--- src/rtl/swa_pkg.sv ---
// Shared types, request and action codes, and CRC-8 helpers for the SMBus word sequencer.
// Depends on nothing; used by swa_seq and smbus_word_access_sequencer_core.
package swa_pkg;

	// request codes on req_type
	localparam logic [2:0] REQ_START_READ  = 3'd0;
	localparam logic [2:0] REQ_START_WRITE = 3'd1;
	localparam logic [2:0] REQ_TX_READY    = 3'd2;
	localparam logic [2:0] REQ_RX_BYTE     = 3'd3;
	localparam logic [2:0] REQ_NACK        = 3'd4;
	localparam logic [2:0] REQ_STOP_SEEN   = 3'd5;

	// bus actions
	localparam logic [2:0] ACT_NONE    = 3'd0;
	localparam logic [2:0] ACT_START   = 3'd1;
	localparam logic [2:0] ACT_SEND    = 3'd2;
	localparam logic [2:0] ACT_RESTART = 3'd3;
	localparam logic [2:0] ACT_STOP    = 3'd4;

	// completion status
	localparam logic [1:0] STAT_OK   = 2'd0;
	localparam logic [1:0] STAT_NACK = 2'd1;
	localparam logic [1:0] STAT_PEC  = 2'd2;

	// transfer lengths
	localparam logic [2:0] TX_LEN_WRITE = 3'd4;
	localparam logic [2:0] TX_LEN_READ  = 3'd1;
	localparam logic [1:0] RX_LEN_WRITE = 2'd0;
	localparam logic [1:0] RX_LEN_READ  = 2'd3;

	// configuration
	localparam logic [6:0] DEV_ADDR_RESET = 7'd90;
	localparam logic       REG_DEV_ADDR   = 1'b0;

	// CRC-8
	localparam logic [7:0] CRC_POLY = 8'h07;
	localparam logic [7:0] CRC_MSB  = 8'h80;
	localparam logic [7:0] CRC_INIT = 8'h00;

	typedef logic [7:0] col_t [8];

	typedef struct packed {
		logic [2:0]  req_type;
		logic [7:0]  command;
		logic [15:0] write_word;
		logic [7:0]  received_byte;
	} evt_t;

	typedef struct packed {
		logic [2:0]  bus_action;
		logic [7:0]  send_byte;
		logic        done_res;
		logic [1:0]  status;
		logic [15:0] read_word;
	} res_t;

	function automatic logic [7:0] crc_byte(logic [7:0] crc, logic [7:0] b);
		logic [7:0] c;
		c = crc ^ b;
		for (int i = 0; i < 8; i++) begin
			if ((c & CRC_MSB) != 8'h00)
				c = {c[6:0], 1'b0} ^ CRC_POLY;
			else
				c = {c[6:0], 1'b0};
		end
		return c;
	endfunction

	// Columns of the linear map: one byte followed by n-1 zero bytes.
	// Only ever called on constants, so it folds away at elaboration.
	function automatic col_t span_cols(int unsigned n);
		col_t       cols;
		logic [7:0] c;
		for (int i = 0; i < 8; i++) begin
			c = crc_byte(CRC_INIT, 8'h01 << i);
			for (int unsigned k = 1; k < n; k++)
				c = crc_byte(c, 8'h00);
			cols[i] = c;
		end
		return cols;
	endfunction

	localparam col_t COLS1 = span_cols(1);
	localparam col_t COLS2 = span_cols(2);
	localparam col_t COLS3 = span_cols(3);
	localparam col_t COLS4 = span_cols(4);
	localparam col_t COLS5 = span_cols(5);

	// CRC with zero seed is linear: XOR the columns of the set bits
	function automatic logic [7:0] crc_apply(logic [7:0] b, col_t cols);
		logic [7:0] r;
		r = 8'h00;
		for (int i = 0; i < 8; i++)
			if (b[i])
				r = r ^ cols[i];
		return r;
	endfunction

endpackage

--- src/rtl/swa_seq.sv ---
// Transaction state and per-event sequencing for SMBus read-word and write-word.
// Depends on swa_pkg for codes, event and result structs and the CRC helpers.
module swa_seq (
	input  logic               clk,
	input  logic               arst_n,
	input  logic               fire,
	input  swa_pkg::evt_t      evt,
	input  logic [6:0]         device_address,
	output swa_pkg::res_t      res
);

	logic        is_write_q;
	logic        need_restart_q;
	logic        failed_q;
	logic [2:0]  tx_count_q;
	logic [1:0]  rx_count_q;
	logic [7:0]  command_hold_q;
	logic [15:0] word_hold_q;
	logic [7:0]  rx_bytes_q [3];

	logic        is_write_d;
	logic        need_restart_d;
	logic        failed_d;
	logic [2:0]  tx_count_d;
	logic [1:0]  rx_count_d;
	logic [7:0]  command_hold_d;
	logic [15:0] word_hold_d;
	logic        rx_we;

	logic [2:0]  tx_len;
	logic [1:0]  rx_len;
	logic [7:0]  addr_wr;
	logic [7:0]  addr_rd;
	logic [7:0]  write_pec;
	logic [7:0]  read_pec;

	assign tx_len  = is_write_q ? swa_pkg::TX_LEN_WRITE : swa_pkg::TX_LEN_READ;
	assign rx_len  = is_write_q ? swa_pkg::RX_LEN_WRITE : swa_pkg::RX_LEN_READ;
	assign addr_wr = {device_address, 1'b0};
	assign addr_rd = {device_address, 1'b1};

	// PEC frames: addr/W, cmd, lo, hi for a write; addr/W, cmd, addr/R, lo, hi for a read
	assign write_pec = swa_pkg::crc_apply(addr_wr, swa_pkg::COLS4)
		^ swa_pkg::crc_apply(command_hold_q, swa_pkg::COLS3)
		^ swa_pkg::crc_apply(word_hold_q[7:0], swa_pkg::COLS2)
		^ swa_pkg::crc_apply(word_hold_q[15:8], swa_pkg::COLS1);
	assign read_pec = swa_pkg::crc_apply(addr_wr, swa_pkg::COLS5)
		^ swa_pkg::crc_apply(command_hold_q, swa_pkg::COLS4)
		^ swa_pkg::crc_apply(addr_rd, swa_pkg::COLS3)
		^ swa_pkg::crc_apply(rx_bytes_q[0], swa_pkg::COLS2)
		^ swa_pkg::crc_apply(rx_bytes_q[1], swa_pkg::COLS1);

	always_comb begin
		is_write_d     = is_write_q;
		need_restart_d = need_restart_q;
		failed_d       = failed_q;
		tx_count_d     = tx_count_q;
		rx_count_d     = rx_count_q;
		command_hold_d = command_hold_q;
		word_hold_d    = word_hold_q;
		rx_we          = 1'b0;
		res            = '0;
		unique case (evt.req_type)
			swa_pkg::REQ_START_READ, swa_pkg::REQ_START_WRITE: begin
				is_write_d     = (evt.req_type == swa_pkg::REQ_START_WRITE);
				need_restart_d = (evt.req_type == swa_pkg::REQ_START_READ);
				failed_d       = 1'b0;
				tx_count_d     = '0;
				rx_count_d     = '0;
				command_hold_d = evt.command;
				if (evt.req_type == swa_pkg::REQ_START_WRITE)
					word_hold_d = evt.write_word;
				res.bus_action = swa_pkg::ACT_START;
			end
			swa_pkg::REQ_TX_READY: begin
				if (tx_count_q < tx_len) begin
					unique case (tx_count_q)
						3'd0:    res.send_byte = command_hold_q;
						3'd1:    res.send_byte = word_hold_q[7:0];
						3'd2:    res.send_byte = word_hold_q[15:8];
						default: res.send_byte = write_pec;
					endcase
					tx_count_d     = tx_count_q + 3'd1;
					res.bus_action = swa_pkg::ACT_SEND;
				end else if (need_restart_q) begin
					need_restart_d = 1'b0;
					res.bus_action = swa_pkg::ACT_RESTART;
				end else begin
					res.bus_action = swa_pkg::ACT_STOP;
				end
			end
			swa_pkg::REQ_RX_BYTE: begin
				if (rx_count_q < rx_len) begin
					rx_we      = 1'b1;
					rx_count_d = rx_count_q + 2'd1;
				end else begin
					// overflow: drop the byte
					res.bus_action = swa_pkg::ACT_STOP;
				end
			end
			swa_pkg::REQ_NACK: begin
				failed_d       = 1'b1;
				res.bus_action = swa_pkg::ACT_STOP;
			end
			swa_pkg::REQ_STOP_SEEN: begin
				res.done_res = 1'b1;
				if (failed_q)
					res.status = swa_pkg::STAT_NACK;
				else if (!is_write_q && (rx_count_q < swa_pkg::RX_LEN_READ))
					res.status = swa_pkg::STAT_PEC;
				else if (!is_write_q && (rx_bytes_q[2] != read_pec))
					res.status = swa_pkg::STAT_PEC;
				if (!is_write_q && (rx_count_q >= swa_pkg::RX_LEN_READ))
					res.read_word = {rx_bytes_q[1], rx_bytes_q[0]};
			end
			default: begin
			end
		endcase
	end

	always_ff @(posedge clk or negedge arst_n) begin
		if (!arst_n) begin
			is_write_q     <= 1'b0;
			need_restart_q <= 1'b0;
			failed_q       <= 1'b0;
			tx_count_q     <= '0;
			rx_count_q     <= '0;
			command_hold_q <= '0;
			word_hold_q    <= '0;
		end else if (fire) begin
			is_write_q     <= is_write_d;
			need_restart_q <= need_restart_d;
			failed_q       <= failed_d;
			tx_count_q     <= tx_count_d;
			rx_count_q     <= rx_count_d;
			command_hold_q <= command_hold_d;
			word_hold_q    <= word_hold_d;
		end
	end

	// received bytes hold no reset: each is written before it is read
	always_ff @(posedge clk) begin
		for (int j = 0; j < 3; j++)
			if (fire && rx_we && (rx_count_q == 2'(j)))
				rx_bytes_q[j] <= evt.received_byte;
	end

endmodule

--- src/rtl/smbus_word_access_sequencer_core.sv ---
// Top level of the SMBus word sequencer: APB register, input register, result register.
// Depends on swa_pkg and swa_seq.
//
// Use: each bus event enters on the request channel (req_valid / req_stall with
// req_type, command, write_word, received_byte) and yields exactly one result on
// the result channel (res_valid / res_stall with bus_action, send_byte, done_res,
// status, read_word), in order.
// An accepted item loads the input register, and the item then moves on into the result
// register through the sequencing and CRC logic, where res_valid presents its result.
// Throughput is one item per cycle while res_stall is low; the state update in swa_seq,
// including the CRC-8 PEC as a parallel XOR map, sustains that rate.
// When the receiver holds res_stall, the result register holds its item, the input
// register may still take one more item, and req_stall rises once both are full.
// Reset clears the transaction state, empties both registers and sets the device
// address to 90. device_address sits at APB byte address 0; the user must write it only
// while no item is in flight, as the block does not enforce it; pready is always high.
module smbus_word_access_sequencer_core (
	input  logic        clk,
	input  logic        arst_n,
	input  logic        psel,
	input  logic        penable,
	input  logic        pwrite,
	input  logic [2:0]  paddr,
	input  logic [31:0] pwdata,
	output logic [31:0] prdata,
	output logic        pready,
	input  logic        req_valid,
	output logic        req_stall,
	input  logic [2:0]  req_type,
	input  logic [7:0]  command,
	input  logic [15:0] write_word,
	input  logic [7:0]  received_byte,
	output logic        res_valid,
	input  logic        res_stall,
	output logic [2:0]  bus_action,
	output logic [7:0]  send_byte,
	output logic        done_res,
	output logic [1:0]  status,
	output logic [15:0] read_word
);

	logic [6:0]    dev_addr_q;
	logic          valid_s1;
	swa_pkg::evt_t evt_s1;
	logic          valid_s2;
	swa_pkg::res_t res_s2;
	swa_pkg::res_t res_d;
	logic          take;
	logic          adv;

	// configuration port
	assign pready = 1'b1;

	always_ff @(posedge clk or negedge arst_n) begin
		if (!arst_n) begin
			dev_addr_q <= swa_pkg::DEV_ADDR_RESET;
		end else if (psel && penable && pwrite && pready
				&& (paddr[2] == swa_pkg::REG_DEV_ADDR)) begin
			dev_addr_q <= pwdata[6:0];
		end
	end

	assign prdata = (paddr[2] == swa_pkg::REG_DEV_ADDR) ? {25'd0, dev_addr_q} : 32'd0;

	// advance the input register whenever the result register is free or drains
	assign adv       = valid_s1 && (!valid_s2 || !res_stall);
	assign req_stall = valid_s1 && !adv;
	assign take      = req_valid && !req_stall;

	always_ff @(posedge clk or negedge arst_n) begin
		if (!arst_n) begin
			valid_s1 <= 1'b0;
			valid_s2 <= 1'b0;
		end else begin
			if (take)
				valid_s1 <= 1'b1;
			else if (adv)
				valid_s1 <= 1'b0;
			if (adv)
				valid_s2 <= 1'b1;
			else if (!res_stall)
				valid_s2 <= 1'b0;
		end
	end

	always_ff @(posedge clk) begin
		if (take)
			evt_s1 <= '{req_type: req_type, command: command,
				write_word: write_word, received_byte: received_byte};
		if (adv)
			res_s2 <= res_d;
	end

	swa_seq u_seq (
		.clk            (clk),
		.arst_n         (arst_n),
		.fire           (adv),
		.evt            (evt_s1),
		.device_address (dev_addr_q),
		.res            (res_d)
	);

	assign res_valid  = valid_s2;
	assign bus_action = res_s2.bus_action;
	assign send_byte  = res_s2.send_byte;
	assign done_res   = res_s2.done_res;
	assign status     = res_s2.status;
	assign read_word  = res_s2.read_word;

	// an item in the input register reaches the output unless the output is held
	a_advance: assert property (@(posedge clk) disable iff (!arst_n)
		(valid_s1 && !(valid_s2 && res_stall)) |=> valid_s2)
		else $error("input item did not advance to the result register");

	// stall only with an item waiting behind a held result
	a_stall_cause: assert property (@(posedge clk) disable iff (!arst_n)
		req_stall |-> (valid_s1 && valid_s2 && res_stall))
		else $error("request stalled without a held result");

	// a completion report carries no bus action
	a_done_quiet: assert property (@(posedge clk) disable iff (!arst_n)
		(res_valid && done_res) |-> (bus_action == swa_pkg::ACT_NONE))
		else $error("done reported together with a bus action");

	// status and word appear only on completion
	a_status_done: assert property (@(posedge clk) disable iff (!arst_n)
		(res_valid && !done_res) |-> ((status == swa_pkg::STAT_OK) && (read_word == 16'd0)))
		else $error("status or word outside a completion");

	// send_byte is zero unless a byte is sent
	a_send_zero: assert property (@(posedge clk) disable iff (!arst_n)
		(res_valid && (bus_action != swa_pkg::ACT_SEND)) |-> (send_byte == 8'd0))
		else $error("send_byte set without a send action");

endmodule

--- config.mk ---
export PLATFORM = sky130hd
export DESIGN_NAME = smbus_word_access_sequencer_core
export DESIGN_NICKNAME = d
export VERILOG_FILES = /design/src/rtl/swa_pkg.sv /design/src/rtl/swa_seq.sv /design/src/rtl/smbus_word_access_sequencer_core.sv
export SDC_FILE = /design/constraint.sdc
export NUM_CORES = 1
export LEC_CHECK = 0
export BUFFER_PORTS_ARGS = -buffer_cell sky130_fd_sc_hd__buf_2
export CORE_UTILIZATION = 42
export CTS_BUF_LIST = sky130_fd_sc_hd__clkbuf_4
export DETAILED_ROUTE_END_ITERATION = 6
export PLACE_DENSITY_LB_ADDON = 0.2
export SLEW_MARGIN = 20
export SYNTH_ARGS = -nofsm -noshare
export SYNTH_HDL_FRONTEND = slang
export SYNTH_SLANG_ARGS = --single-unit
--- constraint.sdc ---
create_clock -name clk -period 2.67 [get_ports clk]
set_input_delay 0.801 -clock clk [delete_from_list [all_inputs] [get_ports clk]]
set_output_delay 0.801 -clock clk [all_outputs]
set_load 0.005 [all_outputs]
-- After elaboration in Yosys (flattened, before gate mapping)
Memory sizes are Yosys's and may differ from the RTL's.
Cells that the tools add are included.
- add/sub/neg operators: 2
- $lt $le $gt $ge: 4
- equality and inequality tests: 14
- multiplexer cells: 107
- bitwise logic cells: 69
- reduce and logical (&&, ||, !) cells: 38
- operators with widths (operator ; count):
    8-bit 2-to-1 mux ; 32
    7-bit 2-to-1 mux ; 19
    5-bit inverter ; 20
    3-bit inverter ; 20
    2-bit inverter with 3-bit output ; 19
    8-bit XOR ; 7
    6-bit 2-to-1 mux ; 9
    5-bit 2-to-1 mux ; 6
    8-bit case mux with 3 select lines ; 1
    3-bit 2-to-1 mux ; 7
    19-bit 2-to-1 mux ; 1
    16-bit 2-to-1 mux ; 1
    4-bit 2-to-1 mux ; 4
    8-bit OR reduction ; 2
    1-bit 2-to-1 mux ; 15
    2-bit 2-to-1 mux ; 7
    1-bit logical AND ; 13
    3-bit case mux with 4 select lines ; 1
    3-bit AND reduction ; 4
    3-bit by 2-bit equality test with 1-bit output (second input constant) ; 3
    8-bit inequality test ; 1
    2-bit AND reduction ; 4
    2-bit nonzero test ; 4
    3-bit by 1-bit equality test with 1-bit output (second input constant) ; 2
    other kinds (21) ; 32
- register bits: 106
- RAM bits: 24
- bits of input ports: 77
- output and inout bits: 65
- logic and storage cells: 255
- memories kept: 1
- memories (name ; depth ; width ; read ports ; clocked after Yosys merged registers in ; write ports ; line ; RTL):
    u_seq.rx_bytes_q ; 3 ; 8 ; 3 ; 0 ; 1 ; swa_seq.sv:19 ; logic [7:0] rx_bytes_q [3];

-- Depth between registers and ports, before layout
- depth in word-level cells: 25
- depth in mapped cells: 7
- depth with buffers taken out: 7

-- Hierarchy
A second synthesis with hierarchy kept.
- cells, all modules: 502
- area, all modules: 6585.1 µm²
- modules (own cells, without submodules) (module ; instances ; cells each ; area each (µm²) ; sequential area each (µm²)):
    swa_seq ; 1 ; 379 ; 4000.1 ; 1521.5
    smbus_word_access_sequencer_core ; 1 ; 123 ; 2585.0 ; 2182.1

-- Worst setup path after synthesis
OpenSTA, ideal clock, no wires.
- path type: input to register
- start: input port res_stall
- end: register u_seq.word_hold_q[10]
- library setup time: 0.125 ns
- arrival: 2.114 ns
- data required time: 2.545 ns
- slack: 0.431 ns
- stages: 6
- buffers on the path: 1
- cell sequence: nand2_1 > nand2_1 > nor3_1 > nand2_1 > clkbuf_1 > mux2_2
- word-level cells in the longest chain between the ends: 4
- RTL lines (item ; line ; RTL):
    start: declaration ; smbus_word_access_sequencer_core.sv:34 ; input logic res_stall,
    1-bit zero test ; n/a ;
    1-bit logical OR ; smbus_word_access_sequencer_core.sv:66 ; assign adv = valid_s1 && (!valid_s2 || !res_stall);
    1-bit logical AND ; smbus_word_access_sequencer_core.sv:66 ;
    3-bit AND reduction (no source line) ; n/a ;
    end signal: assignment ; swa_seq.sv:137 ; word_hold_q <= word_hold_d;
    end: declaration ; swa_seq.sv:18 ; logic [15:0] word_hold_q;
No other way between the ends.
A chain may end at the register's enable or synchronous reset.

-- Worst setup path after layout
- start: register u_seq.command_hold_q[6]
- end: register res_s2 (netlist bit status[1]), data pin
- word-level cells in the longest chain between the ends: 11
- RTL lines (item ; line ; RTL):
    start: declaration ; swa_seq.sv:17 ; logic [7:0] command_hold_q;
    start signal: assignment ; swa_seq.sv:136 ; command_hold_q <= command_hold_d;
    8-bit 2-to-1 mux * ; swa_pkg.sv:94 ; if (b[i])
    3-bit inverter (no source line) ; n/a ;
    6-bit 2-to-1 mux ; swa_pkg.sv:94 ;
    8-bit XOR * ; swa_seq.sv:48 ; ^ swa_pkg::crc_apply(command_hold_q, swa_pkg::COLS4)
    8-bit XOR * ; swa_seq.sv:49 ; ^ swa_pkg::crc_apply(addr_rd, swa_pkg::COLS3)
    8-bit XOR * ; swa_seq.sv:50 ; ^ swa_pkg::crc_apply(rx_bytes_q[0], swa_pkg::COLS2)
    8-bit XOR * ; swa_seq.sv:51 ; ^ swa_pkg::crc_apply(rx_bytes_q[1], swa_pkg::COLS1);
    8-bit inequality test * ; swa_seq.sv:111 ; else if (!is_write_q && (rx_bytes_q[2] != read_pec))
    1-bit logical AND * ; swa_seq.sv:111 ;
    2-bit 2-to-1 mux * ; swa_seq.sv:111 ;
    2-bit 2-to-1 mux * ; swa_seq.sv:109 ; else if (!is_write_q && (rx_count_q < swa_pkg::RX_LEN_READ))
    end signal: assignment ; smbus_word_access_sequencer_core.sv:91 ; res_s2 <= res_d;
    end: declaration ; smbus_word_access_sequencer_core.sv:46 ; swa_pkg::res_t res_s2;
Every way passes the cells marked *; elsewhere a longest branch is shown, timed or not.

==> parameters.txt <==
Parameter                              Value

Run status
  Status ... complete, but fails checks
  Failing checks ... design-rule violations

Critical path
  Ordered list of cells on the worst path ... xnor2_1 -> xnor3_1 -> xnor3_1 -> nand3_1 -> o31ai_1 -> a311oi_1
  Arrival time of the worst setup path ... 2.69 ns
  CP most frequent cell ... sky130_fd_sc_hd__xnor3_1
  Startpoint Class ... register
  Maximum fanout along the worst path ... 5
  Critical-path cell with the highest stage delay ... sky130_fd_sc_hd__dfrtp_1
  Largest stage delay on the critical path ... between 0.5 and 0.6 ns
  Type of element capturing the critical path ... register
  Req. time, crit path ... 3.01 ns
  Reg-to-reg setup timing slack ... 0.32 ns
  Type of the worst setup path ... reg -> reg

Drt
  Remaining antenna violation count ... 0
  Vias ... approximately 3700
  Drt initial violations ... about 230
  Drt first pass iters ... 7
  Post-detailed-route DRC marker count ... 13
  Detailed-route vias per instance ... about 4.9
  Per-cell routed wire length ... between 15 and 20 µm
  Final wirelength ... ~13000 µm

Synth
  Number of enable flip-flop cells after synthesis ... 89
  Proportion of synthesized chip area in sequential cells ... between 50% and 60%
  Leading cell types by total area after synthesis ... sky130_fd_sc_hd__edfxtp_1 (42%), sky130_fd_sc_hd__dfrtp_1 (14%), sky130_fd_sc_hd__xnor2_1 (12%), sky130_fd_sc_hd__mux2_2 (5.4%), sky130_fd_sc_hd__xnor3_1 (4.2%)
  Post-synthesis cell type count ... 42
  Area share of the largest cell type after synthesis ... roughly two fifths
  Share of synthesized registers carrying an async set or reset ... 31.54%
  Predominant post-synthesis flop cell ... sky130_fd_sc_hd__edfxtp_1
  Flops & latches, synth ... 130
  Synthesized area divided by synthesized cell count ... approximately 14 µm²
  Gate Count Post-Synth ... approximately 460
  Area of the mapped netlist ... 6419 µm²
  Warnings, synthesis ... 0
  Cell accounting for the most synthesized area ... sky130_fd_sc_hd__edfxtp_1

Floorplanning
  Initial cell density of the core ... 43.67%
  Die height ... 125.6 µm
  IO Pins ... ~140
  Area of the core ... approximately 15000 µm²
  Die boundary width ... ~130 µm
  Area enclosed by the die boundary ... 15780 µm²
  Rows ... 44

Global route
  Layer carrying the most global-route usage ... met2
  Maximum number of pins on one net before global-route repair ... between 40 and 50
  Met2 capacity usage during global routing ... a little over a quarter
  Global routing met3 resource utilization ... about 4.6%
  Remaining global-route overflow ... 0
  First-pass GRT wire length ... 20190 µm
  Vias in the first global route ... roughly 3700
  Total track usage ... between 10% and 20%
  Antenna violations before repair ... 1
  Met1 capacity usage during global routing ... 23.70%

Power
  Worst VDD drop ... approximately 440 µV
  Relative contribution of the clock network to total power ... between 20 and 25%
  Total net switching power ... 2.403 mW
  Internal ... ~5.2 mW
  Cell area power density ... ~1000 nW/µm²
  Overall power after layout ... ~7.6 mW
  Switching power share of the total ... a little under a third
  Sequential group share of total power ... between 30% and 40%
  Static Leakage ... 3.027 nW
  Relative contribution of combinational cells to total power ... 41.6%

STA
  Max-slew headroom ... 36.76%
  Skew final ... 0.01413 ns
  Post-route worst setup slack ... roughly 0.32 ns
  RSZ-0062 raised after global routing ... no
  Setup violation total in the final timing report ... 0
  Count of endpoints failing hold in the final timing report ... 0
  F_max ... 424.8 MHz
  Final period demand of the worst path ... 2.354 ns
  Final Max Slew Viols ... 0
  Slew of the pin with the lowest slew margin ... approximately 0.95 ns
  Final worst-path cycle share ... about nine tenths
  Setup TNS ... 0 ns

Hold path
  Kind of path behind the tightest hold check ... in -> async

Place
  Detailed Place HPWL ... roughly 9400 µm
  Worst slack after detailed placement ... 0.3239 ns
  DP Cell Count ... between 700 and 800
  Placer Congestion ... between 0.8 and 0.9
  Port bufs ... roughly 90

Clock tree
  Number of H-tree branching levels ... 4
  TritonCTS clock tree ... built
  Insertion delay of the later-clocked pin in the worst-skew pair ... 0.54 ns
  Register clock-pin slew on the reported worst setup and hold paths ... 0.11 ns
  CTS sink count ... 130
  Setup fix buffers added after clock tree synthesis ... 0
  Number of CTS-inserted buffers ... 17
  Root buffer cell ... sky130_fd_sc_hd__clkbuf_4
  Max clock buf depth ... 2
  Cts hold-fix bufs ... 0
  Post-CTS resize count ... 0

Cells and area
  Synthesis-to-finish area growth ... 15.15%
  Share of the core filled with cells in the final layout ... slightly above 50%
  Fraction of final layout cells with drive strength greater than 1 ... between 20% and 30%
  Number of nets in the layout ... ~650
  Number of inserted filler cells in the final layout ... roughly 1300
  Layout Cells excl Fill ... 759

Run
  Max-cap violation count ... 0
-- path summary, 6_finish.rpt --
check / startpoint / to / depth (start not counted)
max: u_seq.command_hold_q[6] / status[1] / 6
min: arst_n / u_seq.word_hold_q[12] / 1
max reg2reg: u_seq.command_hold_q[6] / status[1] / 6
min reg2reg: evt_s1[25] / u_seq.command_hold_q[1] / 1
max in group asynchronous: arst_n / u_seq.tx_count_q[2] / 1
min in group clk: req_type[1] / evt_s1[33] / 1
-- worst max-delay path: cells and delay by family (launching register included) --
kind	cells	cell delay, ns
xor+xnor	3	1.17
flops	1	0.51
compound gates	2	0.39
simple gates	1	0.09
-- cells in the mapped netlist (all sizes together), types with 2 or more instances --
cell	instances
a21oi	6
a222oi	8
and2	21
and3	2
buf	32
clkbuf	8
conb	2
dfrtp	37
dfstp	4
edfxtp	89
ha	10
inv	9
mux2	31
nand2	10
nand2b	3
nand3	3
nor2	21
nor2b	8
nor3	4
nor4	2
o21ai	4
o22a	8
o31ai	2
or3	2
xnor2	91
xnor3	12
xor2	18
-- routing by layer --
layer  routed length (µm)  up-vias
li1                     -     1757
met1                 5907     1782
met2                 5696      142
met3                  842       12
met4                  203        0
met5                    0        -
-- layout by cell type (no fill, tap or decap), drive strengths merged, types with 2 or more instances in the layout --
master and count:
inv 10, mux2 31, conb 26, nor2 21, dfstp 4, or3 2
and2 21, nand2b 3, dfrtp 37, nor4 2, xnor2 91, o21ai 4
nand3 3, clkbuf 18, clkinv 7, o22a 8, edfxtp 89, and3 2
nor2b 8, nor3 4, ha 10, a222oi 8, a21oi 6, nand2 10
buf 100, xor2 18, xnor3 12, o31ai 2, bufinv 6
-- cells by family after synthesis --
family	count (synthesis)	share of synthesized area, %
AO/OA/AOI/OAI	33	3.957
XOR/XNOR	122	19.69
adder cells (fa/ha/maj)	10	1.949
buffers and inverters	49	4.444
flip-flops	130	57.70
multiplexers	32	5.594
other	2	0.1170
AND/OR/NAND/NOR	80	6.550
-- registers in the layout (all words and copies together), names as in the netlist, 3 cells and up --
signal,count
send_byte,8
u_seq.word_hold_q,16
u_seq.command_hold_q,8
read_word,16
bus_action,3
u_seq.rx_bytes_q,24
u_seq.tx_count_q,3
evt_s1,35
dev_addr_q,7
-- through the flow --
step           instance area (µm²)  hold slack [ns]
6_report                      7391           0.3951
5_1_grt                       7391           0.3679
2_1_floorplan                 6509           0.4401
3_3_place_gp                  7018           0.4522
4_1_cts                       7388           0.3807
3_5_place_dp                  7018           0.4660
-- power by group through the flow --
| stage | Sequential (mW) | Combinational, mW | Clock, mW |
|---|---|---|---|
| after floorplan | 2.68 | 2.69 | 0 |
| after global placement | 2.81 | 3.15 | 0 |
| after detailed placement | 2.82 | 3.15 | 0 |
| after CTS | 2.77 | 3.17 | 1.72 |
| after global routing | 2.81 | 3.44 | 1.80 |
| final | 2.77 | 3.17 | 1.67 |
-- area by class of cell --
cell class	count	area [µm²]	share of cell area, %
Sequential cell	130	3704	50.11
Multi-Input combinational cell	303	2520	34.10
Timing Repair Buffer	100	530.5	7.178
Clock inverter	14	235.2	3.183
Tap cell	184	230.2	3.115
Clock buffer	18	135.1	1.828
Inverter	9	33.78	0.4571
Antenna cell	1	2.502	0.03386
Power figures use the tool's default switching activity.
